`src/pfns_pkg.sv`:
```
// ----------------------------------------------------------------------------
// pfns_pkg
// Shared constants, types and scaling factors for the palette frame scaler.
// ----------------------------------------------------------------------------
package pfns_pkg;

  // geometry
  localparam int SRC_WIDTH  = 256;
  localparam int SRC_HEIGHT = 240;
  localparam int OUT_SIZE   = 466;
  localparam int V_BORDER   = 35;

  // fixed field widths
  localparam int BYTE_W  = 8;
  localparam int COORD_W = 9;
  localparam int PIX_W   = 16;
  localparam int DATA_W  = 80;
  localparam int USER_W  = 2;

  typedef enum logic [1:0] {
    CMD_PAL_WR = 2'd0,
    CMD_SRC_WR = 2'd1,
    CMD_PIX_RD = 2'd2,
    CMD_NONE   = 2'd3
  } cmd_t;

  typedef enum logic [1:0] {
    OP_PAL_WR   = 2'd0,
    OP_FRM_WR   = 2'd1,
    OP_PIX_RD   = 2'd2,
    OP_PIX_ZERO = 2'd3
  } op_t;

  localparam int COL_W       = (SRC_WIDTH > 1) ? $clog2(SRC_WIDTH) : 1;
  localparam int ROW_W       = (SRC_HEIGHT > 1) ? $clog2(SRC_HEIGHT) : 1;
  localparam int FRAME_DEPTH = SRC_WIDTH * SRC_HEIGHT;
  localparam int FRAME_AW    = (FRAME_DEPTH > 1) ? $clog2(FRAME_DEPTH) : 1;
  localparam int ENT_AW      = (FRAME_AW > BYTE_W) ? FRAME_AW : BYTE_W;
  localparam int PAL_DEPTH   = 256;

  typedef struct packed {
    op_t                 op;
    logic [ENT_AW-1:0]   addr;
    logic [PIX_W-1:0]    data;
  } qent_t;

  localparam int QDEPTH = 4;
  localparam int QAW    = $clog2(QDEPTH);

  localparam bit BORDER_ALL  = (2 * V_BORDER >= OUT_SIZE);
  localparam int ACTIVE_ROWS = BORDER_ALL ? 1 : OUT_SIZE - 2 * V_BORDER;

  // n / d as (n * ceil(2^K / d)) >> K, with n < 2^N and d <= 2^D, K = N + D
  localparam int NX_W = ($clog2(OUT_SIZE * SRC_WIDTH) > 0) ? $clog2(OUT_SIZE * SRC_WIDTH) : 1;
  localparam int DX_W = $clog2(OUT_SIZE);
  localparam int K_X  = NX_W + DX_W;
  localparam int MX_W = K_X - DX_W + 2;
  localparam int PX_W = NX_W + MX_W;
  localparam logic [63:0] X_NUM = (64'd1 << K_X) + 64'(OUT_SIZE) - 64'd1;
  localparam logic [MX_W-1:0] M_X = MX_W'(X_NUM / 64'(OUT_SIZE));

  localparam int NY_W = ($clog2(ACTIVE_ROWS * SRC_HEIGHT) > 0) ?
                        $clog2(ACTIVE_ROWS * SRC_HEIGHT) : 1;
  localparam int DY_W = $clog2(ACTIVE_ROWS);
  localparam int K_Y  = NY_W + DY_W;
  localparam int MY_W = K_Y - DY_W + 2;
  localparam int PY_W = NY_W + MY_W;
  localparam logic [63:0] Y_NUM = (64'd1 << K_Y) + 64'(ACTIVE_ROWS) - 64'd1;
  localparam logic [MY_W-1:0] M_Y = MY_W'(Y_NUM / 64'(ACTIVE_ROWS));

endpackage

```
`src/pfns_queue.sv`:
```
// ----------------------------------------------------------------------------
// pfns_queue
// Short FIFO of decoded operations between front and back.
// ----------------------------------------------------------------------------
module pfns_queue (
  input  logic             clk,
  input  logic             rst_n,
  input  logic             push,
  input  pfns_pkg::qent_t  push_ent,
  output logic             full,
  input  logic             pop,
  output pfns_pkg::qent_t  head,
  output logic             empty
);
  import pfns_pkg::*;

  qent_t           ent_r [QDEPTH];
  logic [QAW-1:0]  wr_ptr_r, wr_ptr_nxt;
  logic [QAW-1:0]  rd_ptr_r, rd_ptr_nxt;
  logic [QAW:0]    cnt_r, cnt_nxt;
  logic            do_push, do_pop;

  assign full    = (cnt_r == (QAW + 1)'(QDEPTH));
  assign empty   = (cnt_r == '0);
  assign head    = ent_r[rd_ptr_r];
  assign do_push = push && !full;
  assign do_pop  = pop && !empty;

  always_comb begin
    wr_ptr_nxt = do_push ? wr_ptr_r + 1'b1 : wr_ptr_r;
    rd_ptr_nxt = do_pop ? rd_ptr_r + 1'b1 : rd_ptr_r;
    cnt_nxt    = cnt_r;
    if (do_push && !do_pop) begin
      cnt_nxt = cnt_r + 1'b1;
    end else if (do_pop && !do_push) begin
      cnt_nxt = cnt_r - 1'b1;
    end
  end

  always_ff @(posedge clk) begin
    if (!rst_n) begin
      wr_ptr_r <= '0;
      rd_ptr_r <= '0;
      cnt_r    <= '0;
    end else begin
      wr_ptr_r <= wr_ptr_nxt;
      rd_ptr_r <= rd_ptr_nxt;
      cnt_r    <= cnt_nxt;
    end
  end

  always_ff @(posedge clk) begin
    if (do_push) begin
      ent_r[wr_ptr_r] <= push_ent;
    end
  end

endmodule

```
`config.mk`:
```
export PLATFORM = sky130hd
export DESIGN_NAME = pfns_queue
export DESIGN_NICKNAME = d
export VERILOG_FILES = /design/src/pfns_pkg.sv /design/src/pfns_queue.sv
export SDC_FILE = /design/constraint.sdc
export NUM_CORES = 1
export LEC_CHECK = 0
export ABC_AREA = 1
export BUFFER_PORTS_ARGS = -buffer_cell sky130_fd_sc_hd__clkbuf_2
export CAP_MARGIN = 20
export CORE_MARGIN = 2
export CORE_UTILIZATION = 30
export DETAILED_ROUTE_END_ITERATION = 10
export PLACE_DENSITY_LB_ADDON = 0.1
export SLEW_MARGIN = 20
export SYNTH_ARGS = -nofsm -noshare
export SYNTH_HDL_FRONTEND = slang
export SYNTH_SLANG_ARGS = --single-unit
```
`constraint.sdc`:
```
create_clock -name clk -period 7.1 [get_ports clk]
set_input_delay 0 -clock clk [delete_from_list [all_inputs] [get_ports clk]]
set_output_delay 0 -clock clk [all_outputs]
set_load 0.1 [all_outputs]
```
==> results.tsv <==
metric	value	unit
Mapped Avg Cell Area	14.37	um^2
post-CTS sizing	0	
R2R cell count	9	
# clock sinks	145	
worst hold endpoint	ent_r[1][33]$_DFFE_PP_	
Antenna Cells	0	
Fin. Hold Viols	0	
first-pass GRT wire length	18860	um
placed insts	690	
DRT Pass-1 Iters	4	
Seq/Total Area, Yosys	74.35	%
Slew HR	50.07	%
DR WL/cell	16.13	um
Critical R2R Capture	cnt_r[1]$_SDFFE_PN0P_	
HP Start	push_ent[33]	
CP arrival	2.73	ns
hold slack	0.3413	ns
final instance area	7213	um^2
number of buffers created by CTS	17	
slew at the pin closest to its max-slew limit	0.7490	ns
worst IR drop on VDD	221.3	uV
Die W	142.3	um
Die H	142.3	um
endpoint class of the critical path	output port	
vias in the first global route	3407	
Placement Cell Area	6296	um^2
RSZ-0062 raised after global routing	false	
CP Data Required Time	7.10	ns
Synth Warn #	0	
largest net degree at the start of global routing	69	
initial core utilization	30.66	%
Setup Crit Path Kind	flop to output port	
Max Cap Viol	0	
PortBufs	73	
Syn Nets	443	
root buffer cell	clkbuf_16	
DR vias	3416	
status	finished, final reports clean	
CP peak stage delay	0.57	ns
Final period util	38.41	%
hold_buf cts	37	
hold depth	2	
final setup fails	0	
Congestion Overflow GR	0	
dpl hpwl	6747	um
setup_tns	0	ns
Core Box Area	18710	um^2
Via density	4.501	
FF-to-FF Start	cnt_r[0]$_SDFFE_PN0P_	
final layout net count	556	
Netlist cell types	23	
post-route ant nets	0	
Placer Congestion	0.6488	
Pwr per Cell Area	444.6	nW/um^2
CTS tree	done	
CP max stage cell	dfxtp_2	
Reg2Reg Setup Slack	4.92	ns
Yosys reg bits	145	
Cell Area, Synth	5736	um^2
# H-tree levels	4	
initial antenna violation count	0	
worst clock skew	0.01027	ns
Layout Area Growth over Synthesis	25.76	%
CP cell instances	buf_4 -> inv_6 -> o21ai_0 -> o22ai_2 -> clkbuf_2	
clk slew on worst S/H paths	0.06	ns
Initial DRC Count	181	
synthesized instance count	399	
layout cell share with drive strength beyond 1	29.52	%
Leakage	2.572	nW
post-route insts no fill	759	
FP Rows	50	
final wirelength	12240	um
Total GRT Usage	12.78	%
die area	20240	um^2
CTS Buffer Depth	2	
CP startpoint kind	flop	
Post-CTS Setup Bufs	0	
Top-Level Pins	74	
Max FO, Critical Path	68	
worst hold path class	input pin to flop	
max-slew violations	0	
Fmax	366.7	MHz
Remaining DRCs	0	
Skew-Pair Late Insertion Delay	0.42	ns
Period minus WS final	2.727	ns
-- metrics by stage --
step | power, W | worst slack [ns] | util (%)
floorplan | 0.002207 | 4.578 | -
global placement | 0.002403 | 4.817 | 33.66
detailed placement | 0.002410 | 4.777 | 33.66
CTS | 0.003248 | 4.328 | 38.56
global route | 0.003341 | 4.179 | 38.56
finish | 0.003207 | 4.373 | 38.56
-- routing by layer --
layer	wire length, um	GRT usage, %	vias to the layer above
li1	-	-	1688
met1	5705	16.04	1660
met2	5992	20.70	61
met3	409	4.038	7
met4	131	4.895	0
met5	0	0	-
-- state kept, by name (all words and copies together) (netlist names), named ones only --
name      flops
ent_r       136
wr_ptr_r      2
rd_ptr_r      2
cnt_r         3
-- area by class of cell --
class / instances / area (um^2)
Sequential cell: 145 / 4267
Tap cell: 234 / 292.8
Timing Repair Buffer: 115 / 773.2
Clock buffer: 18 / 429.2
Inverter: 18 / 72.57
Fill cell: 1773 / 11490
Clock inverter: 14 / 117.6
Multi-Input combinational cell: 215 / 1261
-- synth_stat cells, drive strengths merged --
master	count	share of area, %
edfxtp	136	71
nor2	82	6.2
o21ai	69	6.0
o22ai	34	5.9
buf	19	2.7
inv	18	1.3
nand2	15	0.98
dfxtp	9	3.1
ha	5	1.1
nand3	4	0.35
a21oi	3	0.26
clkbuf	2	0.17
fa	1	0.35
nand3b	1	0.13
xor2	1	0.15
-- kinds of logic after synthesis --
group / synth area share (%)
and+or+nand+nor: 7.701
buffers and inverters: 4.188
xor gates and xnor gates: 0.1527
AOI/OAI and AO/OA: 12.17
adders and majority gates: 1.440
DFF: 74.35
-- placed cells by master, fill, tap and decap left out, types with 2 or more instances in the layout --
cell type,netlist,routed
a21oi_1,3,3
buf_4,2,5
clkbuf_16,0,17
clkbuf_2,2,73
clkinv_1,0,2
clkinv_2,0,3
clkinv_4,0,3
clkinvlp_4,0,4
dfxtp_1,9,7
dfxtp_2,0,2
dlygate4sd3_1,0,37
edfxtp_1,136,136
ha_1,5,5
inv_1,16,16
inv_6,1,2
nand2_1,15,15
nand3_1,4,4
nor2_1,62,58
nor2_2,20,20
nor2_4,0,4
o21ai_0,64,64
o21ai_1,5,5
o22ai_1,14,14
o22ai_2,20,20
-- worst max-delay path: cells and delay by family, from the launching register on --
family	cells	cell delay, ns
buffers and inverters	3	1.26
AO/OA/AOI/OAI	2	0.45
flip-flops	1	0.57
-- how the worst max path moves through the flow --
stage	from	to	slack, ns	depth (start not counted)
finish	flop	head[11]	4.37	5
global route	flop	head[11]	4.18	5
CTS	flop	head[11]	4.33	5
detailed placement	flop	head[11]	4.78	5
global placement	flop	head[11]	4.82	5
floorplan	cnt_r[0]$_SDFFE_PN0P_	ent_r[0][0]$_DFFE_PP_	4.58	4
-- report_power, final --
group / internal [W] / switching, W
Combinational: 0.000213 / 0.00109
Sequential: 0.00104 / 0.0000482
Clock: 0.000478 / 0.000338
Total: 0.00173 / 0.00147
No activity file was read; power rests on OpenSTA's default activity.
