[src/pfns_pkg.sv]
// ----------------------------------------------------------------------------
// pfns_pkg
// Shared constants, types and scaling factors for the palette frame scaler.
// ----------------------------------------------------------------------------
package pfns_pkg;

  // geometry
  localparam int SRC_WIDTH  = 256;
  localparam int SRC_HEIGHT = 240;
  localparam int OUT_SIZE   = 466;
  localparam int V_BORDER   = 35;

  // fixed field widths
  localparam int BYTE_W  = 8;
  localparam int COORD_W = 9;
  localparam int PIX_W   = 16;
  localparam int DATA_W  = 80;
  localparam int USER_W  = 2;

  typedef enum logic [1:0] {
    CMD_PAL_WR = 2'd0,
    CMD_SRC_WR = 2'd1,
    CMD_PIX_RD = 2'd2,
    CMD_NONE   = 2'd3
  } cmd_t;

  typedef enum logic [1:0] {
    OP_PAL_WR   = 2'd0,
    OP_FRM_WR   = 2'd1,
    OP_PIX_RD   = 2'd2,
    OP_PIX_ZERO = 2'd3
  } op_t;

  localparam int COL_W       = (SRC_WIDTH > 1) ? $clog2(SRC_WIDTH) : 1;
  localparam int ROW_W       = (SRC_HEIGHT > 1) ? $clog2(SRC_HEIGHT) : 1;
  localparam int FRAME_DEPTH = SRC_WIDTH * SRC_HEIGHT;
  localparam int FRAME_AW    = (FRAME_DEPTH > 1) ? $clog2(FRAME_DEPTH) : 1;
  localparam int ENT_AW      = (FRAME_AW > BYTE_W) ? FRAME_AW : BYTE_W;
  localparam int PAL_DEPTH   = 256;

  typedef struct packed {
    op_t                 op;
    logic [ENT_AW-1:0]   addr;
    logic [PIX_W-1:0]    data;
  } qent_t;

  localparam int QDEPTH = 4;
  localparam int QAW    = $clog2(QDEPTH);

  localparam bit BORDER_ALL  = (2 * V_BORDER >= OUT_SIZE);
  localparam int ACTIVE_ROWS = BORDER_ALL ? 1 : OUT_SIZE - 2 * V_BORDER;

  // n / d as (n * ceil(2^K / d)) >> K, with n < 2^N and d <= 2^D, K = N + D
  localparam int NX_W = ($clog2(OUT_SIZE * SRC_WIDTH) > 0) ? $clog2(OUT_SIZE * SRC_WIDTH) : 1;
  localparam int DX_W = $clog2(OUT_SIZE);
  localparam int K_X  = NX_W + DX_W;
  localparam int MX_W = K_X - DX_W + 2;
  localparam int PX_W = NX_W + MX_W;
  localparam logic [63:0] X_NUM = (64'd1 << K_X) + 64'(OUT_SIZE) - 64'd1;
  localparam logic [MX_W-1:0] M_X = MX_W'(X_NUM / 64'(OUT_SIZE));

  localparam int NY_W = ($clog2(ACTIVE_ROWS * SRC_HEIGHT) > 0) ?
                        $clog2(ACTIVE_ROWS * SRC_HEIGHT) : 1;
  localparam int DY_W = $clog2(ACTIVE_ROWS);
  localparam int K_Y  = NY_W + DY_W;
  localparam int MY_W = K_Y - DY_W + 2;
  localparam int PY_W = NY_W + MY_W;
  localparam logic [63:0] Y_NUM = (64'd1 << K_Y) + 64'(ACTIVE_ROWS) - 64'd1;
  localparam logic [MY_W-1:0] M_Y = MY_W'(Y_NUM / 64'(ACTIVE_ROWS));

endpackage

[src/pfns_front.sv]
// ----------------------------------------------------------------------------
// pfns_front
// Accepts requests, builds palette/frame writes and maps output pixels to
// frame addresses, then queues at most one operation per request.
// ----------------------------------------------------------------------------
module pfns_front (
  input  logic                            clk,
  input  logic                            rst_n,
  input  logic                            in_valid,
  output logic                            in_ready,
  input  pfns_pkg::cmd_t                  in_cmd,
  input  logic [pfns_pkg::BYTE_W-1:0]     in_pal_index,
  input  logic [pfns_pkg::BYTE_W-1:0]     in_red,
  input  logic [pfns_pkg::BYTE_W-1:0]     in_green,
  input  logic [pfns_pkg::BYTE_W-1:0]     in_blue,
  input  logic [pfns_pkg::BYTE_W-1:0]     in_src_col,
  input  logic [pfns_pkg::BYTE_W-1:0]     in_src_row,
  input  logic [pfns_pkg::BYTE_W-1:0]     in_color_index,
  input  logic [pfns_pkg::COORD_W-1:0]    in_out_col,
  input  logic [pfns_pkg::COORD_W-1:0]    in_out_row,
  output logic                            q_push,
  output pfns_pkg::qent_t                 q_ent,
  input  logic                            q_full
);
  import pfns_pkg::*;

  typedef enum logic [3:0] {
    F_IDLE = 4'b0001,
    F_MUL  = 4'b0010,
    F_ADDR = 4'b0100,
    F_PUSH = 4'b1000
  } fstate_t;

  fstate_t           state_r, state_nxt;
  logic [NX_W-1:0]   nx_r, nx_nxt;
  logic [NY_W-1:0]   ny_r, ny_nxt;
  logic [PX_W-1:0]   px_r, px_nxt;
  logic [PY_W-1:0]   py_r, py_nxt;
  qent_t             ent_r, ent_nxt;
  logic              rd_zero;
  logic              src_ok;
  logic [PIX_W-1:0]  pal_color;

  // RGB565, bytes exchanged
  assign pal_color = {in_green[4:2], in_blue[7:3], in_red[7:3], in_green[7:5]};

  assign src_ok = (32'(in_src_col) < SRC_WIDTH) && (32'(in_src_row) < SRC_HEIGHT);

  assign rd_zero = BORDER_ALL
                || (32'(in_out_col) >= OUT_SIZE)
                || (32'(in_out_row) >= OUT_SIZE)
                || (32'(in_out_row) < V_BORDER)
                || (32'(in_out_row) >= OUT_SIZE - V_BORDER);

  assign in_ready = (state_r == F_IDLE);
  assign q_push   = (state_r == F_PUSH) && !q_full;
  assign q_ent    = ent_r;

  always_comb begin
    state_nxt = state_r;
    nx_nxt    = nx_r;
    ny_nxt    = ny_r;
    px_nxt    = px_r;
    py_nxt    = py_r;
    ent_nxt   = ent_r;
    case (state_r)
      F_IDLE: begin
        if (in_valid) begin
          nx_nxt = NX_W'(32'(in_out_col) * 32'(SRC_WIDTH));
          ny_nxt = NY_W'((32'(in_out_row) - 32'(V_BORDER)) * 32'(SRC_HEIGHT));
          case (in_cmd)
            CMD_PAL_WR: begin
              ent_nxt   = '{op: OP_PAL_WR, addr: ENT_AW'(in_pal_index), data: pal_color};
              state_nxt = F_PUSH;
            end
            CMD_SRC_WR: begin
              if (src_ok) begin
                ent_nxt = '{op: OP_FRM_WR,
                            addr: ENT_AW'(32'(in_src_row) * 32'(SRC_WIDTH)
                                          + 32'(in_src_col)),
                            data: PIX_W'(in_color_index)};
                state_nxt = F_PUSH;
              end
            end
            CMD_PIX_RD: begin
              if (rd_zero) begin
                ent_nxt   = '{op: OP_PIX_ZERO, addr: '0, data: '0};
                state_nxt = F_PUSH;
              end else begin
                state_nxt = F_MUL;
              end
            end
            default: ;
          endcase
        end
      end
      F_MUL: begin
        px_nxt    = PX_W'(nx_r) * PX_W'(M_X);
        py_nxt    = PY_W'(ny_r) * PY_W'(M_Y);
        state_nxt = F_ADDR;
      end
      F_ADDR: begin
        // quotients stay below the source size, so no clamp is needed
        ent_nxt = '{op: OP_PIX_RD,
                    addr: ENT_AW'(32'(py_r[K_Y +: ROW_W]) * 32'(SRC_WIDTH)
                                  + 32'(px_r[K_X +: COL_W])),
                    data: '0};
        state_nxt = F_PUSH;
      end
      F_PUSH: begin
        if (!q_full) begin
          state_nxt = F_IDLE;
        end
      end
      default: state_nxt = F_IDLE;
    endcase
  end

  always_ff @(posedge clk) begin
    if (!rst_n) begin
      state_r <= F_IDLE;
    end else begin
      state_r <= state_nxt;
    end
  end

  always_ff @(posedge clk) begin
    nx_r  <= nx_nxt;
    ny_r  <= ny_nxt;
    px_r  <= px_nxt;
    py_r  <= py_nxt;
    ent_r <= ent_nxt;
  end

endmodule

[config.mk]
export PLATFORM = sky130hd
export DESIGN_NAME = pfns_front
export DESIGN_NICKNAME = d
export VERILOG_FILES = /design/src/pfns_pkg.sv /design/src/pfns_front.sv
export SDC_FILE = /design/constraint.sdc
export NUM_CORES = 1
export LEC_CHECK = 0
export BUFFER_PORTS_ARGS = -buffer_cell sky130_fd_sc_hd__buf_2
export CAP_MARGIN = 20
export CORE_UTILIZATION = 42
export CTS_CLUSTER_SIZE = 28
export DETAILED_ROUTE_END_ITERATION = 16
export GPL_ROUTABILITY_DRIVEN = 0
export SLEW_MARGIN = 20
export SYNTH_ARGS = -nofsm -noshare
export SYNTH_HDL_FRONTEND = slang
export SYNTH_SLANG_ARGS = --single-unit
[constraint.sdc]
create_clock -name clk -period 11.4 [get_ports clk]
set_input_delay 0.57 -clock clk [delete_from_list [all_inputs] [get_ports clk]]
set_output_delay 0.57 -clock clk [all_outputs]
set_load 0.01 [all_outputs]
==> metrics.txt <==
worst endpoint required time=11.50 ns; initial core utilization=~43%; clock-pin slew on the worst setup and hold paths=0.07 ns; skew final=0.01195 ns; max cap viols=0; period utilization=52.93%; post-synthesis register bit count=76; number of routed nets with antenna violations=0; top_reg_cell synth=sky130_fd_sc_hd__edfxtp_1; worst min path class=primary input to register; TNS Setup=0 ns; dpl hpwl=16.12 mm; time the worst path needs with I/O delays and setup=6.035 ns; relative area change from synthesis to final layout=12.09%; Max Slew Vio Count=0; dominant cell type by area after synthesis=sky130_fd_sc_hd__fa_1; number of DRC violations after detailed-routing iteration 0=299; post-route DRC violation count=0; vias in the first global route=between 6k and 7k; Mean Syn Cell Area=about 10 um2; post-synthesis sequential area ratio=22.96%; Post-Synthesis Cell Area=between 9000 and 10,000 um2; die height=154.5 um; Chip Width=154.5 um; share of flip-flops with an asynchronous set or reset after synthesis=0%; Routed WL per cell=14.21 um; transition at the pin with the smallest max-transition slack=1.041 ns; number of placed I/O pins=about 120; number of enable-type register cells in the synthesized netlist=72; total CTS buffers=9; CTS H-tree depth=3; core footprint=22,710 um2; input/output buffers=107; Post-Place Worst Slack=about 5.3 ns; highest achievable clock rate=0.1657 GHz; leading cell types by total area after synthesis=sky130_fd_sc_hd__fa_1 25%, sky130_fd_sc_hd__ha_1 22%, sky130_fd_sc_hd__edfxtp_1 22%; clock tree sinks=76; post-synth top area share=25.21%; layout cell share with drive strength beyond 1=around 14%; final hold vios=0; antenna cells=0; DR vias/cell=4.794; Die Footprint=23,870 um2; number of endpoints failing setup at the final stage=0; setup repair after global routing missed its margin=false; data arrival time of the worst path=6.13 ns; Post-CTS Setup Inserts=0; number of gates resized after cts=0; largest net degree at the start of global routing=35; crit path kind=register to register; total via count in the routed design=6,400; number of cells produced by synthesis=about 940; insertion delay to the later sink of the worst-skew pair=0.35 ns; drt pass-1 iters=4; headroom to the max-slew limit=30.57%; buffer levels on the longest clock path=2; Placement Rows=55; fill count=2,136; gr ovfl total=0; TritonCTS clock tree=yes; count of cell types in the netlist=59; wire length of the first global-routing pass=approximately 32 mm; net count after synthesis=1,313; Util after Layout=between 40% and 50%; clk root buf=sky130_fd_sc_hd__clkbuf_16; total global routing track utilization=approximately 17%; CP Capture Type=register; final-stage net count=around 1.4k; number of hold buffers added after CTS=0; nature of the critical path startpoint=register; detailed-route wire length=~19 mm; largest fanout of any net on the critical path=8; Yosys warning total=0; worst path setup slack after routing=5.365 ns; outcome=finished, final reports clean; initial antenna violation count=0
==> per-stage QoR <==
| step | instances | hold slack (ns) | area [um2] |
|---|---|---|---|
| 2_1_floorplan | 935 | 0.4963 | 9766 |
| 3_3_place_gp | 1319 | 0.5086 | 10660 |
| 3_5_place_dp | 1319 | 0.5074 | 10660 |
| 4_1_cts | 1335 | 0.3955 | 10950 |
| 5_1_grt | 1335 | 0.3969 | 10950 |
| 6_report | 1335 | 0.4067 | 10950 |
==> routing by layer <==
layer  vias to the layer above  part of all wire, %  global-route usage [%]
li1                       3247                    -                       -
met1                      3024                   52                   24.90
met2                       114                   44                   27.26
met3                        15                  3.0                   2.298
met4                         0                  1.3                   3.866
met5                         -                    0                       0
==> worst paths after layout <==
path                                     from  slack [ns]  depth (start not counted)         to
worst min-delay path            in_out_col[0]        0.41                          1    nx_r[8]
worst max-delay path                 ny_r[15]        5.37                         17   py_r[33]
worst min register to register       px_r[29]        0.52                          2  q_ent[19]
worst max register to register       ny_r[15]        5.37                         17   py_r[33]
==> registers in the layout, summed over array words and instances, names as in the netlist <==
signal / flops
py_r: 8
ny_r: 13
nx_r: 9
q_ent: 34
px_r: 8
state_r: 4
==> placed cells by master (no fill, tap or decap), types with 15 or more instances in the layout <==
master / instances
sky130_fd_sc_hd__nand2_1: 42
sky130_fd_sc_hd__fa_1: 123
sky130_fd_sc_hd__buf_2: 107
sky130_fd_sc_hd__ha_1: 175
sky130_fd_sc_hd__a21oi_1: 41
sky130_fd_sc_hd__xor2_1: 15
sky130_fd_sc_hd__a21o_1: 16
sky130_fd_sc_hd__inv_1: 246
sky130_fd_sc_hd__o21ai_0: 28
sky130_fd_sc_hd__nor2_1: 22
sky130_fd_sc_hd__xnor2_1: 23
sky130_fd_sc_hd__edfxtp_1: 72
sky130_fd_sc_hd__nor2b_1: 22
==> cells by family (layout without fill, tap and decap cells) <==
family / after synthesis / in the layout / synth area share (%)
adders and majority gates: 298 / 298 / 47.64
DFF: 76 / 76 / 22.96
xor gates and xnor gates: 38 / 38 / 3.408
muxes: 3 / 3 / 0.3203
and+or+nand+nor: 143 / 143 / 7.700
AOI/OAI and AO/OA: 120 / 120 / 8.098
buffers and inverters: 257 / 372 / 9.878
==> synth_stat cells, types with 2 or more instances <==
master                      instances
sky130_fd_sc_hd__xor2_1            15
sky130_fd_sc_hd__nand2_1           42
sky130_fd_sc_hd__nand3_1            7
sky130_fd_sc_hd__nor4b_1            2
sky130_fd_sc_hd__a21o_1            16
sky130_fd_sc_hd__nor2_1            22
sky130_fd_sc_hd__nor3_1             7
sky130_fd_sc_hd__nand4b_1           2
sky130_fd_sc_hd__and3_1             4
sky130_fd_sc_hd__edfxtp_1          72
sky130_fd_sc_hd__and2_1            13
sky130_fd_sc_hd__dfxtp_1            4
sky130_fd_sc_hd__nand4_1            5
sky130_fd_sc_hd__o2111ai_1          4
sky130_fd_sc_hd__inv_1            246
sky130_fd_sc_hd__nor3b_1            3
sky130_fd_sc_hd__or2_2              3
sky130_fd_sc_hd__o21ai_0           28
sky130_fd_sc_hd__clkbuf_1          11
sky130_fd_sc_hd__xnor2_1           23
sky130_fd_sc_hd__fa_1             123
sky130_fd_sc_hd__o21a_1             5
sky130_fd_sc_hd__a31oi_1            4
sky130_fd_sc_hd__a21oi_1           41
sky130_fd_sc_hd__nand2b_1           3
sky130_fd_sc_hd__ha_1             175
sky130_fd_sc_hd__mux2i_1            2
sky130_fd_sc_hd__nor2b_1           22
==> worst max-delay path, cell delays in order (launching register included) <==
cell and delay, ns:
sky130_fd_sc_hd__edfxtp_1 0.58, sky130_fd_sc_hd__fa_1 0.70, sky130_fd_sc_hd__xor2_1 0.31, sky130_fd_sc_hd__ha_1 0.31, sky130_fd_sc_hd__fa_1 0.54, sky130_fd_sc_hd__inv_1 0.06
sky130_fd_sc_hd__fa_1 0.50, sky130_fd_sc_hd__fa_1 0.56, sky130_fd_sc_hd__inv_1 0.05, sky130_fd_sc_hd__ha_1 0.33, sky130_fd_sc_hd__nand3_1 0.13, sky130_fd_sc_hd__a21oi_1 0.08
sky130_fd_sc_hd__a2111oi_4 0.33, sky130_fd_sc_hd__o22ai_2 0.18, sky130_fd_sc_hd__a311o_2 0.42, sky130_fd_sc_hd__a221o_2 0.40, sky130_fd_sc_hd__a31oi_1 0.21, sky130_fd_sc_hd__xnor2_1 0.09
==> layout make-up <==
| type | instances | area, um2 | share of cell area [%] |
|---|---|---|---|
| inverter | 246 | 923.4 | 8.435 |
| clock inverter | 7 | 58.81 | 0.5372 |
| clock buffer | 9 | 225.2 | 2.057 |
| multi-input combinational | 602 | 6583 | 60.13 |
| timing repair buffer | 110 | 558.0 | 5.098 |
| sequential | 76 | 2242 | 20.48 |
| tap | 285 | 356.6 | 3.258 |
Power is left out: the tool's default activity adds up to more than one toggle a clock period on the data nets, which glitch-free logic cannot reach.
